===== src/rtl/core/vze_pkg.sv =====
`default_nettype none

package vze_pkg;

  // Input beat: raw value and encoding mode.
  typedef struct packed {
    logic [63:0] value;
    logic [1:0]  mode;
  } in_item_t;

  // Result beat: one encoded byte.
  typedef struct packed {
    logic [7:0] out_byte;
    logic [3:0] byte_index;
    logic       last;
  } out_item_t;

  // Job handed from the front to the back: mapped value and byte count minus one.
  typedef struct packed {
    logic [63:0] data;
    logic [3:0]  nbytes_m1;
  } job_t;

  localparam logic [1:0] MODE_UNSIGNED = 2'd0;
  localparam logic [1:0] MODE_ZZ32     = 2'd1;
  localparam logic [1:0] MODE_ZZ64     = 2'd2;

  localparam int GROUP_BITS  = 7;
  localparam int MAX_GROUPS  = 10;
  localparam int QUEUE_DEPTH = 2;

endpackage

`default_nettype wire


===== src/rtl/core/vze_front.sv =====
`default_nettype none

module vze_front (
  input  wire logic             clk,
  input  wire logic             rst_n,
  input  wire logic             in_valid,
  output logic                  in_ready,
  input  wire vze_pkg::in_item_t in_data,
  output logic                  job_valid,
  input  wire logic             job_ready,
  output vze_pkg::job_t         job_data
);

  logic          valid_r;
  vze_pkg::job_t job_r;
  vze_pkg::job_t job_nxt;
  logic [63:0]   mapped;
  logic [31:0]   low;

  // Zigzag map by mode; the unsigned mode and the unused mode pass the value through.
  always_comb begin
    low = in_data.value[31:0];
    unique case (in_data.mode)
      vze_pkg::MODE_ZZ32: begin
        mapped = {32'd0, {low[30:0], 1'b0} ^ {32{low[31]}}};
      end
      vze_pkg::MODE_ZZ64: begin
        mapped = {in_data.value[62:0], 1'b0} ^ {64{in_data.value[63]}};
      end
      default: begin
        mapped = in_data.value;
      end
    endcase
  end

  // Find the highest nonzero 7-bit group.
  always_comb begin
    job_nxt.data      = mapped;
    job_nxt.nbytes_m1 = '0;
    for (int g = 1; g < vze_pkg::MAX_GROUPS; g++) begin
      if ((mapped >> (vze_pkg::GROUP_BITS * g)) != 64'd0) begin
        job_nxt.nbytes_m1 = 4'(g);
      end
    end
  end

  assign in_ready  = !valid_r || job_ready;
  assign job_valid = valid_r;
  assign job_data  = job_r;

  always_ff @(posedge clk) begin
    if (!rst_n) begin
      valid_r <= 1'b0;
    end else if (in_ready) begin
      valid_r <= in_valid;
    end
  end

  always_ff @(posedge clk) begin
    if (in_ready && in_valid) begin
      job_r <= job_nxt;
    end
  end

endmodule

`default_nettype wire


===== src/rtl/core/vze_queue.sv =====
`default_nettype none

module vze_queue #(
  parameter int DEPTH = vze_pkg::QUEUE_DEPTH
) (
  input  wire logic          clk,
  input  wire logic          rst_n,
  input  wire logic          wr_valid,
  output logic               wr_ready,
  input  wire vze_pkg::job_t wr_data,
  output logic               rd_valid,
  input  wire logic          rd_ready,
  output vze_pkg::job_t      rd_data
);

  localparam int AW = $clog2(DEPTH);
  localparam int CW = $clog2(DEPTH + 1);

  vze_pkg::job_t mem [DEPTH];
  logic [AW-1:0] wr_ptr_r;
  logic [AW-1:0] rd_ptr_r;
  logic [CW-1:0] cnt_r;
  logic          push;
  logic          pop;

  assign wr_ready = (cnt_r != CW'(DEPTH));
  assign rd_valid = (cnt_r != '0);
  assign rd_data  = mem[rd_ptr_r];
  assign push     = wr_valid && wr_ready;
  assign pop      = rd_valid && rd_ready;

  always_ff @(posedge clk) begin
    if (!rst_n) begin
      wr_ptr_r <= '0;
      rd_ptr_r <= '0;
      cnt_r    <= '0;
    end else begin
      if (push) begin
        wr_ptr_r <= (wr_ptr_r == AW'(DEPTH - 1)) ? '0 : wr_ptr_r + 1'b1;
      end
      if (pop) begin
        rd_ptr_r <= (rd_ptr_r == AW'(DEPTH - 1)) ? '0 : rd_ptr_r + 1'b1;
      end
      if (push && !pop) begin
        cnt_r <= cnt_r + 1'b1;
      end else if (pop && !push) begin
        cnt_r <= cnt_r - 1'b1;
      end
    end
  end

  always_ff @(posedge clk) begin
    if (push) begin
      mem[wr_ptr_r] <= wr_data;
    end
  end

endmodule

`default_nettype wire


===== src/rtl/core/vze_back.sv =====
`default_nettype none

module vze_back (
  input  wire logic          clk,
  input  wire logic          rst_n,
  input  wire logic          job_valid,
  output logic               job_ready,
  input  wire vze_pkg::job_t job_data,
  output logic               out_valid,
  input  wire logic          out_ready,
  output vze_pkg::out_item_t out_data
);

  typedef enum logic {
    ST_IDLE,
    ST_EMIT
  } state_t;

  state_t             state_r;
  logic               out_valid_r;
  vze_pkg::out_item_t out_item_r;
  logic [63:0]        shreg_r;
  logic [3:0]         idx_r;
  logic [3:0]         last_idx_r;
  logic               adv;
  logic               first_last;
  logic               cur_last;

  assign adv        = !out_valid_r || out_ready;
  assign job_ready  = (state_r == ST_IDLE) && adv;
  assign first_last = (job_data.nbytes_m1 == 4'd0);
  assign cur_last   = (idx_r == last_idx_r);
  assign out_valid  = out_valid_r;
  assign out_data   = out_item_r;

  always_ff @(posedge clk) begin
    if (!rst_n) begin
      state_r     <= ST_IDLE;
      out_valid_r <= 1'b0;
    end else begin
      unique case (state_r)
        ST_IDLE: begin
          if (adv && job_valid) begin
            // Emit byte 0 straight from the queue head.
            out_valid_r           <= 1'b1;
            out_item_r.out_byte   <= {!first_last, job_data.data[6:0]};
            out_item_r.byte_index <= 4'd0;
            out_item_r.last       <= first_last;
            shreg_r               <= job_data.data >> vze_pkg::GROUP_BITS;
            idx_r                 <= 4'd1;
            last_idx_r            <= job_data.nbytes_m1;
            if (!first_last) begin
              state_r <= ST_EMIT;
            end
          end else if (adv) begin
            out_valid_r <= 1'b0;
          end
        end
        ST_EMIT: begin
          if (adv) begin
            out_valid_r           <= 1'b1;
            out_item_r.out_byte   <= {!cur_last, shreg_r[6:0]};
            out_item_r.byte_index <= idx_r;
            out_item_r.last       <= cur_last;
            shreg_r               <= shreg_r >> vze_pkg::GROUP_BITS;
            idx_r                 <= idx_r + 4'd1;
            if (cur_last) begin
              state_r <= ST_IDLE;
            end
          end
        end
        default: begin
          state_r <= ST_IDLE;
        end
      endcase
    end
  end

endmodule

`default_nettype wire


===== src/rtl/core/varint_zigzag_encoder.sv =====
`default_nettype none

// Channel   Ports                          Payload          Beat
// input     in_valid, in_ready, in_data    in_item_t        one value + mode
// output    out_valid, out_ready, out_data out_item_t       one encoded byte
//
// A value encodes to N bytes (1 to 10): the back serializer shifts out one 7-bit
// group per cycle from its shift register while out_ready does not stall it.
// The first byte passes the front register, which loads on the accepting edge,
// then the queue, and last the output register that the back serializer loads.
// Reset clears the valid flags, queue pointers and FSM state. Either side may
// stall: the queue lets the front keep taking values while the back waits on
// out_ready, and the output register holds a byte until taken.

module varint_zigzag_encoder #(
  parameter int QUEUE_DEPTH = vze_pkg::QUEUE_DEPTH
) (
  input  wire logic               clk,
  input  wire logic               rst_n,
  input  wire logic               in_valid,
  output logic                    in_ready,
  input  wire vze_pkg::in_item_t  in_data,
  output logic                    out_valid,
  input  wire logic               out_ready,
  output vze_pkg::out_item_t      out_data
);

  logic          fj_valid;
  logic          fj_ready;
  vze_pkg::job_t fj_data;
  logic          qj_valid;
  logic          qj_ready;
  vze_pkg::job_t qj_data;

  // Front: zigzag map and count the bytes.
  vze_front u_front (
    .clk       (clk),
    .rst_n     (rst_n),
    .in_valid  (in_valid),
    .in_ready  (in_ready),
    .in_data   (in_data),
    .job_valid (fj_valid),
    .job_ready (fj_ready),
    .job_data  (fj_data)
  );

  // Decouple front from back.
  vze_queue #(
    .DEPTH (QUEUE_DEPTH)
  ) u_queue (
    .clk      (clk),
    .rst_n    (rst_n),
    .wr_valid (fj_valid),
    .wr_ready (fj_ready),
    .wr_data  (fj_data),
    .rd_valid (qj_valid),
    .rd_ready (qj_ready),
    .rd_data  (qj_data)
  );

  // Back: serialize groups into bytes.
  vze_back u_back (
    .clk       (clk),
    .rst_n     (rst_n),
    .job_valid (qj_valid),
    .job_ready (qj_ready),
    .job_data  (qj_data),
    .out_valid (out_valid),
    .out_ready (out_ready),
    .out_data  (out_data)
  );

  // Every byte but the last carries the continuation bit.
  a_cont_bit: assert property (@(posedge clk) disable iff (!rst_n)
    out_valid |-> (out_data.out_byte[7] == !out_data.last))
    else $error("continuation bit disagrees with last flag");

  // Bytes of one value stream back to back with consecutive indexes.
  a_next_idx: assert property (@(posedge clk) disable iff (!rst_n)
    (out_valid && out_ready && !out_data.last) |=>
      (out_valid && out_data.byte_index == $past(out_data.byte_index) + 4'd1))
    else $error("byte index did not advance");

  // A new value starts at index zero.
  a_first_idx: assert property (@(posedge clk) disable iff (!rst_n)
    (out_valid && out_ready && out_data.last) |=>
      (!out_valid || out_data.byte_index == 4'd0))
    else $error("new value did not start at byte zero");

  // No encoding runs past ten bytes.
  a_max_idx: assert property (@(posedge clk) disable iff (!rst_n)
    (out_valid && out_data.byte_index == 4'd9) |-> out_data.last)
    else $error("encoding longer than ten bytes");

endmodule

`default_nettype wire

===== config.mk =====
export PLATFORM = sky130hd
export DESIGN_NAME = varint_zigzag_encoder
export DESIGN_NICKNAME = d
export VERILOG_FILES = /design/src/rtl/core/vze_pkg.sv /design/src/rtl/core/vze_front.sv /design/src/rtl/core/vze_queue.sv /design/src/rtl/core/vze_back.sv /design/src/rtl/core/varint_zigzag_encoder.sv
export SDC_FILE = /design/constraint.sdc
export NUM_CORES = 1
export LEC_CHECK = 0
export BUFFER_PORTS_ARGS = -buffer_cell sky130_fd_sc_hd__buf_2
export CAP_MARGIN = 20
export CORE_ASPECT_RATIO = 0.9
export CORE_MARGIN = 2
export CORE_UTILIZATION = 47
export CTS_BUF_LIST = sky130_fd_sc_hd__clkbuf_8
export CTS_CLUSTER_DIAMETER = 30
export DETAILED_ROUTE_END_ITERATION = 10
export SYNTH_ARGS = -nofsm -noshare
export SYNTH_HDL_FRONTEND = slang
export SYNTH_SLANG_ARGS = --single-unit

===== constraint.sdc =====
create_clock -name clk -period 5.4 [get_ports clk]
set_input_delay 1.08 -clock clk [delete_from_list [all_inputs] [get_ports clk]]
set_output_delay 1.08 -clock clk [all_outputs]
set_load 0.01 [all_outputs]

---- After elaboration in Yosys (flattened, before gate mapping) ----
Memory sizes are Yosys's and may differ from the RTL's. A register that Yosys moved wholly into a read port is not among the register bits.
Cells that the tools add are included.
word-level totals
  bits in registers ....................... 160
  memory bits (writable) .................. 136
  output and inout bits ................... 15
  memories ................................ 1
cells by class
  add/subtract/negate cells ............... 5
  equal/unequal tests ..................... 7
  multiplexer cells ....................... 35
  bitwise logic cells ..................... 3
  reductions and logical operators ........ 30
memory list
  memory       words  bits a word  read ports  clocked after Yosys merged registers in  write ports  line             source
  u_queue.mem  2      68           1           1                                        1            vze_queue.sv:19  vze_pkg::job_t mem [DEPTH];
operators with widths
  kind                                                    number
  nonzero test 64 bit                                     8
  case mux 64 bit (2 select lines)                        2
  two-way mux 64 bit                                      2
  bitwise XOR 64 bit                                      1
  two-way mux 4 bit                                       8
  bitwise XOR 32 bit                                      1
  two-way mux 13 bit                                      2
  case mux 13 bit (2 select lines)                        1
  two-way mux 1 bit                                       15
  case mux 4 bit (2 select lines)                         1
  logical AND 1 bit                                       7
  zero test 1 bit                                         6
  inequality test 2 bit (second input constant)           3
  AND reduction 3 bit                                     2
  adder 4 x 1 -> 4 bit (second input constant)            1
  == test 4 bit                                           1
  zero test 4 bit                                         1
  two-way mux 2 bit                                       2
  case mux 1 bit (2 select lines)                         2
  nonzero test 2 bit                                      2
  inequality test 3 x 2 -> 1 bit (second input constant)  1
  adder 1 bit (second input constant)                     2
  adder 2 x 1 -> 2 bit (second input constant)            1
  == test 2 x 1 -> 1 bit (second input constant)          1
  other kinds (6)                                         7

---- Logic depth before layout (Yosys ltp) ----
Gate-level depths: netlist of the first run.
  word-level depth ........................ 11
  gate-level depth with buffers ........... 12

---- Modules after synthesis ----
A second synthesis of the first run with hierarchy kept.
unflattened totals
  cell total of the unflattened synthesis .. 859
  area, all modules ....................... 12918.6 sq um
by module, submodules not included
  module     times used  cells an instance  area each (sq um)  sequential area each (sq um)
  vze_queue  1           236                5226.3             4184.0
  vze_front  1           440                4360.4             2062.0
  vze_back   1           183                3331.9             2382.3

---- Least setup slack after synthesis of the first run ----
Ideal clock, no wire load.
  path type ............................... reg2reg
  start ................................... reg u_queue.cnt_r[0]
  end ..................................... mem u_queue.mem[0][0] (netlist name), enable pin
  library setup time ...................... 496 ps
  data arrival time ....................... 3600 ps
  data required time ...................... 4904 ps
  slack ................................... 1304 ps
  stages on the path, launching flop included .. 5
  buffers on the path ..................... 1
  path through ............................ dfxtp_1 clkbuf_1 nand2b_1 nand2_1 nor2_1
between the ends
  word-level cells in the longest chain between the ends .. 4
RTL lines
  element                                  line             source
  start: declaration                       vze_queue.sv:22  logic [CW-1:0] cnt_r;
  start signal: assignment                 vze_queue.sv:45  cnt_r <= cnt_r + 1'b1;
  start signal: assignment                 vze_queue.sv:47  cnt_r <= cnt_r - 1'b1;
  inequality test 2 bit                    vze_queue.sv:26  assign wr_ready = (cnt_r != CW'(DEPTH));
  logical AND 1 bit                        vze_queue.sv:29  assign push = wr_valid && wr_ready;
  two-way mux 1 bit                        vze_queue.sv:53  if (push) begin
  two-way mux 1 bit (implied by the code)  vze_queue.sv:54  mem[wr_ptr_r] <= wr_data;
  end: declaration                         vze_queue.sv:19
No other way between the ends.

==> flow_summary.toml, run 1 <==
[run_status]
status = "finished, final reports clean"

[layout]
diodes = 0
final_cell_count_no_fill = 1352
area_delta_synth_final_pct = 15.0
layout_common_cells = "edfxtp_1, nand2_1, o21ai_0"
final_common_cell = "edfxtp_1"
layout-drive-gt1-share = 0.195
nets = 1034

[synth]
synthMuxAreaShare = 0.0568
synth_fa_ha_area_frac = 0.00408
synth_edf_count = 282
synth_top_family_by_area = "compound AO/OA/AOI/OAI gates"
netlist_instances = 867
synth_simple_gate_area_frac = 0.0805
avgSynthCellArea_sq_um = 14.1
ys_ff_latch = 290
ys_async_sr_fraction = 0
ys_warn_count = 0
yosys_most_used_dff = "edfxtp_1"
synthDistinctLibCells = 55
synth_xor_area_frac = 0.0286
syn_nets = 941
synth-compound-area-share = 0.0991
syn_area_sq_mm = 0.0123
seq_area_frac_synth = 0.703

[power]
power.static_leakage_nw = 4.89
ir_drop_mv = 0.271
powerDensity_mw_per_mm2 = 473

[floorplan]
die_w_um = 174
core_region_area_sq_mm = 0.0259
pin_count = 85
die_area_sq_mm = 0.0274
dieHeight_um = 157
start_util = 0.474
row_count = 56

[place]
port_buffers = 84
dp.cells = 1249
place_ws_ns = 1.05
dp_hpwl_mm = 15.3
gp_congestion = 0.854

[critical_path]
setup.worst_path.start_class = "primary input"
worstSetupPathType = "in2reg"
crit_end = "u_front.job_data[0]$_SDFFCE_PP1P_"
endpoint_kind = "flip-flop"
reg2reg_depth = 4
crit_arrival_ns = 4.00
critPathLaunch = "in_data[0]"
crit_path_max_fanout = 31
cp.required_ns = 5.70
reg2reg_to = "u_queue.mem[0][24]$_DFFE_PP_"
reg2reg_from = "u_queue.cnt_r[0]$_SDFFE_PN0P_"
cp_cell_sequence = "buf_2, inv_1, ha_4, nand2b_1, o21ai_0, nor4_1, nand4bb_1, a2111oi_2, o31ai_1"
slowest_stage = "nand2b_1"
rrSetupSlack_ns = 2.87
max_stage_delay_ns = 0.75

[clock_tree]
cts_resized = 0
clkSinkCount = 290
tritoncts = "built"
htreeDepth = 2
clock_latency_ns = 0.57
root_buffer = "clkbuf_8"
clkSlewWorstSetupHoldPaths_ns = 0.05
cts_buffer_depth = 3
postCtsSetupBuffers = 0
ctsHoldBuffers = 0
cts_made_buffers = 57

[sta]
finalWorstSetupSlack_ns = 1.70
setup_viol = 0
skew_ns = 0.0197
worstMarginPinSlew_ns = 1.02
drv_slew = 0
fin_crit_ns = 3.70
finalSetupTns_ns = 0
timing.fmax_mhz = 270
slew_headroom = 0.318
rsz0062_at_grt = "false"
hold_viol_final = 0
final.period_utilization = 0.685

[global_route]
antenna_found_initial = 1
grt_pass1_wl_mm = 39.1
grt_max_degree = 96
grt_pass1_vias = 7073
gr-usage-all-layers = 0.185
grt_overflow = 0

[worst_hold_path]
hold_class = "reg2reg"

[drt]
detail-route-antenna-nets = 0
via_count = 7354
first_pass_iters = 5
drcViolationCount = 0
wl_per_cell_um = 18.4
viasPerCell = 5.44
drt_iter0_markers = 473
wl_mm = 24.9

[flow_run]
maxCapViolations = 0
[logic make-up after synthesis]
family / after synthesis
xor+xnor: 40
mux: 69
fa+ha+maj: 4
flops: 290
compound gates: 183
simple gates: 210
buf+inv: 71
[worst max-delay path: cells and delay by family]
family                   cells  cell delay (ns)
buffers and inverters        2             0.15
AO/OA/AOI/OAI                3             0.79
AND/OR/NAND/NOR              3             1.55
adder cells (fa/ha/maj)      1             0.43
[cell usage after synthesis (all sizes together) (2+ instances only)]
library cell	instances	area, sq um
edfxtp	282	8470
nand2	123	462
o21ai	99	495
mux2i	64	641
xnor2	33	289
buf	31	189
clkbuf	29	109
a221oi	22	205
and2	20	125
nor2	16	60.1
a311oi	14	123
inv	11	41.3
a311o	10	100
a21o	9	67.6
dfxtp	8	160
a21oi	7	35.0
nand2b	7	43.8
xor2	7	61.3
a2111oi	6	61.3
nor3	6	30.0
nor4	6	37.5
mux2	5	56.3
or2	5	31.3
ha	4	50.1
nand3	4	20.0
nand4	4	25.0
or3	3	18.8
a21boi	2	15.0
and3	2	12.5
and4	2	17.5
and4bb	2	25.0
nand4b	2	17.5
nor2b	2	12.5
nor3b	2	15.0
o21a	2	15.0
o31ai	2	15.0
or4	2	15.0
[flip-flops by register name, summed over array words and instances (netlist names), named ones only]
signal,flops
u_queue.rd_ptr_r,1
u_queue.wr_ptr_r,1
u_queue.cnt_r,2
u_back.idx_r,4
u_back.last_idx_r,4
u_back.out_valid,1
u_front.job_data,68
u_back.state_r,1
u_queue.mem,136
u_back.out_data,13
u_front.job_valid,1
u_back.shreg_r,57
[final cells by class]
| cell class | instances | area [sq um] |
|---|---|---|
| inverters | 11 | 41.3 |
| fillers | 2157 | 11700 |
| flip-flops and latches | 290 | 8640 |
| repair buffers | 94 | 495 |
| multi-input cells | 506 | 3330 |
| well taps | 348 | 435 |
| clock inverters | 45 | 372 |
| clock buffers | 58 | 798 |
[where the power goes]
| part | internal, W | switching, W | leakage (nW) |
|---|---|---|---|
| logic | 0.000445 | 0.000733 | 1.53 |
| clock network | 0.00130 | 0.000914 | 0.629 |
| registers | 0.00307 | 0.000223 | 2.73 |
[worst min-delay path by stage]
stage                                         endpoint  cells after the start                         startpoint
after floorplan            u_queue.mem[0][0]$_DFFE_PP_                      0  u_front.job_data[0]$_SDFFCE_PP1P_
after global placement     u_queue.mem[0][5]$_DFFE_PP_                      0      u_front.job_data[5]$_DFFE_PP_
after detailed placement   u_queue.mem[0][4]$_DFFE_PP_                      0      u_front.job_data[4]$_DFFE_PP_
after CTS                 u_queue.mem[0][19]$_DFFE_PP_                      0     u_front.job_data[19]$_DFFE_PP_
after global routing      u_queue.mem[1][20]$_DFFE_PP_                      0     u_front.job_data[20]$_DFFE_PP_
final                      u_queue.mem[0][4]$_DFFE_PP_                      0      u_front.job_data[4]$_DFFE_PP_
[metrics by stage]
stage	utilization	area (sq um)	power, W	hold WS, ns
6_report	0.546	14100	0.00668	0.438
5_1_grt	0.546	14100	0.00704	0.449
4_1_cts	0.546	14100	0.00677	0.436
3_5_place_dp	0.501	12900	0.00453	0.430
3_3_place_gp	0.501	12900	0.00451	0.422
2_1_floorplan	-	12300	0.00414	0.421
[routing by layer]
| layer | GRT usage | share of wire | vias to the layer above |
|---|---|---|---|
| met4 | 0.0572 | 0.016 | 0 |
| met3 | 0.0353 | 0.058 | 39 |
| met2 | 0.276 | 0.43 | 247 |
| li1 | - | - | 3490 |
| met1 | 0.276 | 0.49 | 3578 |
| met5 | 0 | 0 | - |
Power figures use the tool's default switching activity.
==> inputs of run 2 (changes only) <==
--- a/config.mk
+++ b/config.mk
@@ -13,6 +13,7 @@
 export CTS_BUF_LIST = sky130_fd_sc_hd__clkbuf_8
 export CTS_CLUSTER_DIAMETER = 30
 export DETAILED_ROUTE_END_ITERATION = 10
+export PLACE_DENSITY = 0.67
 export SYNTH_ARGS = -nofsm -noshare
 export SYNTH_HDL_FRONTEND = slang
 export SYNTH_SLANG_ARGS = --single-unit
==> constraint.sdc (replaced) <==
create_clock -name clk -period 3.4 [get_ports clk]
set_input_delay 0.68 -clock clk [delete_from_list [all_inputs] [get_ports clk]]
set_output_delay 0.68 -clock clk [all_outputs]
set_load 0.01 [all_outputs]
==> run 2 against run 1 <==
First-iteration DRC count grew 16%. Sequential cell count is the same. Critical path depth grew 1. Die area is the same. Largest power group unchanged. Routed wire length shrank 1.6%. Power grew 56%.
==> flow_summary.toml, run 2 (same netlist as run 1, synthesis figures left out) <==
[floorplan]
die_w_um = 174
die_area_sq_mm = 0.0274
dieHeight_um = 157
start_util = 0.474
core_region_area_sq_mm = 0.0259
pin_count = 85
row_count = 56

[place]
gp_congestion = 0.820
dp_hpwl_mm = 15.9
port_buffers = 84

[layout]
layout-drive-gt1-share = 0.213
area_delta_synth_final_pct = 16.3
top_register = "u_queue.mem"
final_common_cell = "edfxtp_1"
largest_reg_flops = 136
layout_common_cells = "edfxtp_1, nand2_1, o21ai_0"
diodes = 0
nets = 1055

[critical_path]
slowest_stage = "a2111oi_1"
cp_cell_sequence = "buf_2, inv_1, ha_4, buf_4, a221oi_2, a311oi_1, a2111oi_1, nand4b_1, a2111oi_2, o31ai_1"
setup.worst_path.start_class = "primary input"
crit_path_max_fanout = 22
cp.required_ns = 3.70
max_stage_delay_ns = 0.44
endpoint_kind = "flip-flop"
worstSetupPathType = "in2reg"
crit_arrival_ns = 2.82

[global_route]
grt_max_degree = 108
grt_pass1_wl_mm = 38.8
gr-usage-all-layers = 0.182
grt_pass1_vias = 7261
antenna_found_initial = 0
grt_overflow = 0

[flow_run]
maxCapViolations = 0

[clock_tree]
clock_latency_ns = 0.56
cts_resized = 0
ctsHoldBuffers = 0
clkSinkCount = 290
cts_buffer_depth = 3
htreeDepth = 2
tritoncts = "built"
clkSlewWorstSetupHoldPaths_ns = 0.06
cts_made_buffers = 54
root_buffer = "clkbuf_8"
postCtsSetupBuffers = 0

[drt]
via_count = 7353
wl_per_cell_um = 17.8
detail-route-antenna-nets = 0
wl_mm = 24.5
drcViolationCount = 0
viasPerCell = 5.36
drt_iter0_markers = 550
first_pass_iters = 5

[power]
powerDensity_mw_per_mm2 = 732
power.static_leakage_nw = 4.97
ir_drop_mv = 0.326

[sta]
holdWs_ns = 0.405
fin_crit_ns = 2.52
drv_slew = 0
final.period_utilization = 0.742
timing.fmax_mhz = 396
skew_ns = 0.0305
worstMarginPinSlew_ns = 1.01
hold_viol_final = 0
rsz0062_at_grt = "false"
setup_viol = 0
finalSetupTns_ns = 0
slew_headroom = 0.327

[run_status]
status = "finished, final reports clean"

[worst_hold_path]
hold_class = "in2reg"
## run 2: cell count changes in the layout (fill, tap and decap cells not counted), sizes merged
cell	before	now
bufinv	6	5
inv	25	22
clkinvlp	4	5
clkbuf	58	54
buf	94	118
clkinv	21	25
## run 2: final cells by class
cell class                 instances  area, sq um
fill                            2126        11600
sequential                       290         8640
multi-input combinational        506         3330
clock buffer                      54          743
timing repair buffer             118          713
tap                              348          435
clock inverter                    46          359
inverter                          11         41.3
## run 2: per-stage QoR
stage	std cells	setup WS (ns)	total power (W)	cell area, sq um	util
global placement	1273	0.270	0.00719	13200	0.509
global route	1373	0.674	0.0110	14300	0.552
CTS	1373	0.890	0.0106	14300	0.552
floorplan	867	0.208	0.00657	12300	-
finish	1373	0.876	0.0104	14300	0.552
detailed placement	1273	0.290	0.00725	13200	0.509
## run 2: metal layers
layer  GRT usage  vias to the layer above  routed length [um]
li1            -                     3528                   -
met1       0.271                     3578               11800
met2       0.278                      213               10900
met3      0.0341                       34                1420
met4      0.0460                        0                 367
met5           0                        -                   0
## run 2: path summary, 6_finish.rpt
check                                            to                           start  slack (ns)  depth (start not counted)
hold / removal       u_front.job_valid$_SDFFE_PN0N_                        in_valid        0.40                          3
setup / recovery  u_front.job_data[0]$_SDFFCE_PP1P_                      in_data[0]        0.88                         10
setup reg to reg        u_back.shreg_r[1]$_DFFE_PP_       u_back.state_r$_SDFF_PN0_        1.33                          2
hold reg to reg        u_queue.mem[1][34]$_DFFE_PP_  u_front.job_data[34]$_DFFE_PP_        0.44                          0
## run 2: critical path: cells and delay by family
kind	cells	cell delay [ns]
AO/OA/AOI/OAI	5	1.31
adder cells (fa/ha/maj)	1	0.24
buffers and inverters	3	0.35
AND/OR/NAND/NOR	1	0.25
## run 2: power by group
group,internal (W),total (W),switching (W)
logic,0.000763,0.00197,0.00121
registers,0.00487,0.00517,0.000308
clock network,0.00189,0.00330,0.00141
total,0.00752,0.0104,0.00293
==> inputs of run 3 (changes only) <==
--- a/config.mk
+++ b/config.mk
@@ -5,6 +5,7 @@
 export SDC_FILE = /design/constraint.sdc
 export NUM_CORES = 1
 export LEC_CHECK = 0
+export ABC_AREA = 1
 export BUFFER_PORTS_ARGS = -buffer_cell sky130_fd_sc_hd__buf_2
 export CAP_MARGIN = 20
 export CORE_ASPECT_RATIO = 0.9
@@ -13,7 +14,6 @@
 export CTS_BUF_LIST = sky130_fd_sc_hd__clkbuf_8
 export CTS_CLUSTER_DIAMETER = 30
 export DETAILED_ROUTE_END_ITERATION = 10
-export PLACE_DENSITY = 0.67
 export SYNTH_ARGS = -nofsm -noshare
 export SYNTH_HDL_FRONTEND = slang
 export SYNTH_SLANG_ARGS = --single-unit
==> constraint.sdc (replaced) <==
create_clock -name clk -period 2.4 [get_ports clk]
set_input_delay 0.48 -clock clk [delete_from_list [all_inputs] [get_ports clk]]
set_output_delay 0.48 -clock clk [all_outputs]
set_load 0.01 [all_outputs]
==> run 3 against run 2 <==
Clock skew fell by 0.019 ns. Routed wire length up 13%. Die area rose by 4.0%. Largest power group unchanged. Critical endpoint unchanged. Synthesized area grew 4.1%. Synthesized cell count is 43% higher. Clock-buffer cell count fell by 1. Sequential power up 40%. Global-route usage up 1.7 points. Register-to-register slack lost 0.70 ns. Worst setup slack got worse by 0.61 ns. Core utilization is 2.3 points higher. First-iteration DRC count is 15% higher.
==> flow_summary.toml, run 3 <==
[sta]
holdWs_ns = 0.219
fin_crit_ns = 2.13
finalWorstSetupSlack_ns = 0.270
skew_ns = 0.0111
timing.fmax_mhz = 470
hold_viol_final = 0
final.period_utilization = 0.887
rsz0062_at_grt = "false"
setup_viol = 0
slew_headroom = 0.474
drv_slew = 0
worstMarginPinSlew_ns = 0.789

[synth]
synthDistinctLibCells = 34
seq_area_frac_synth = 0.676
synth_top_area_share = 0.663
synth_common_cells = "nand2_1, edfxtp_1, nor2_1"
avgSynthCellArea_sq_um = 10.3
syn_area_sq_mm = 0.0128
ys_ff_latch = 290
ys_warn_count = 0
syn_nets = 1317
yosys_most_used_dff = "edfxtp_1"
synth_top_cells_by_area = "edfxtp_1, nand2_1, a21oi_1"
synth_top_area_cell = "edfxtp_1"
synth.most_common_cell = "nand2_1"
netlist_instances = 1243
ys_async_sr_fraction = 0
synth_edf_count = 282

[critical_path]
crit_top_cell = "nand2_1"
cp.required_ns = 2.70
crit_path_max_fanout = 26
setup.worst_path.start_class = "primary input"
endpoint_kind = "flip-flop"
max_stage_delay_ns = 0.34
cp_cell_sequence = "buf_2, inv_1, ha_1, buf_12, inv_2, buf_4, nand3_1, nand2_1, nand2_1, nor3_1, nand2_1, nor2_1, nand2_1, nand2_1, nand2_1, nand2_1, nand2_1"
crit_arrival_ns = 2.43
worstSetupPathType = "in2reg"
slowest_stage = "ha_1"
path_buf_inv = 5
cpLargestDelayFamily = "simple AND/OR/NAND/NOR gates"

[clock_tree]
postCtsSetupBuffers = 0
root_buffer = "clkbuf_8"
clkSlewWorstSetupHoldPaths_ns = 0.06
cts_resized = 0
clkSinkCount = 290
tritoncts = "built"
ctsHoldBuffers = 0
cts_made_buffers = 51
cts_buffer_depth = 3
clock_latency_ns = 0.55
htreeDepth = 2

[worst_hold_path]
hold_class = "in2reg"

[layout]
layout-drive-gt1-share = 0.204
nets = 1506
top_register = "u_queue.mem"
area_delta_synth_final_pct = 21.1
final_common_cell = "nand2_1"
diodes = 0
layout_common_cells = "nand2_1, edfxtp_1, nor2_1"
largest_reg_flops = 136

[power]
power.static_leakage_nw = 6.46
ir_drop_mv = 0.518
powerDensity_mw_per_mm2 = 989

[global_route]
grt_overflow = 0
antenna_found_initial = 0
grt_pass1_vias = 8760
gr-usage-all-layers = 0.199
grt_pass1_wl_mm = 45.1
grt_max_degree = 70

[place]
gp_congestion = 0.841
place_ws_ns = -0.303
dp_hpwl_mm = 17.5
port_buffers = 84

[drt]
drcViolationCount = 0
viasPerCell = 4.99
drt_iter0_markers = 634
first_pass_iters = 5
via_count = 9101
wl_per_cell_um = 15.2
wl_mm = 27.8
detail-route-antenna-nets = 0

[floorplan]
start_util = 0.475
row_count = 57
pin_count = 85
die_area_sq_mm = 0.0285
dieHeight_um = 160
core_region_area_sq_mm = 0.0269
die_w_um = 178

[flow_run]
maxCapViolations = 0

[run_status]
status = "finished, final reports clean"
run 3: worst paths after layout:
check	start	to	slack (ns)	cells after the start
setup / recovery	in_data[0]	u_front.job_data[0]$_SDFFCE_PP1P_	0.27	17
hold / removal	rst_n	u_back.out_valid$_SDFFE_PN0P_	0.22	3
setup reg to reg	flip-flop	u_back.out_data[12]$_DFFE_PP_	0.63	5
hold reg to reg	u_front.job_data[37]$_DFFE_PP_	u_queue.mem[0][37]$_DFFE_PP_	0.44	0
run 3: per-layer routing:
metal / track usage / part of all wire / up-vias
li1: - / - / 4566
met1: 0.304 / 0.49 / 4225
met3: 0.0298 / 0.059 / 41
met4: 0.0496 / 0.015 / 0
met5: 0 / 0 / -
met2: 0.300 / 0.44 / 269
run 3: area by class of cell:
type / count / area, sq um
Clock buffer: 53 / 729
Tap cell: 354 / 443
Sequential cell: 290 / 8630
Fill cell: 2311 / 11400
Clock inverter: 37 / 332
Inverter: 103 / 389
Multi-Input combinational cell: 787 / 3470
Timing Repair Buffer: 199 / 1470
run 3: stage by stage:
| stage | total power (W) | TNS, ns | util | instances | area [sq um] |
|---|---|---|---|---|---|
| global placement | 0.0107 | -0.538 | 0.536 | 1733 | 14400 |
| finish | 0.0153 | 0 | 0.575 | 1823 | 15500 |
| floorplan | 0.00943 | -42.42 | - | 1243 | 12800 |
| detailed placement | 0.0108 | -0.703 | 0.536 | 1733 | 14400 |
| global route | 0.0162 | 0 | 0.575 | 1823 | 15500 |
| CTS | 0.0155 | 0 | 0.575 | 1823 | 15500 |
run 3: kinds of logic (layout without fill, tap and decap cells):
| group | Yosys count | after routing | synth area share |
|---|---|---|---|
| buf+inv | 166 | 392 | 0.0560 |
| fa+ha+maj | 4 | 4 | 0.00392 |
| xor+xnor | 7 | 7 | 0.00480 |
| simple gates | 615 | 615 | 0.195 |
| flops | 290 | 290 | 0.676 |
| compound gates | 161 | 161 | 0.0644 |
run 3: worst reg2reg max path, cell delays in order, from the launching register on:
cell and delay, ns:
dfxtp_2 0.44, buf_4 0.27, nand2_1 0.08, nand2_1 0.07
nor4_1 0.46, o21ai_0 0.18
run 3: where the power goes:
| group | total (W) | internal (W) | switching (W) |
|---|---|---|---|
| clock network | 0.00463 | 0.00271 | 0.00192 |
| logic | 0.00343 | 0.00119 | 0.00224 |
| registers | 0.00722 | 0.00690 | 0.000318 |
| total | 0.0153 | 0.0108 | 0.00448 |
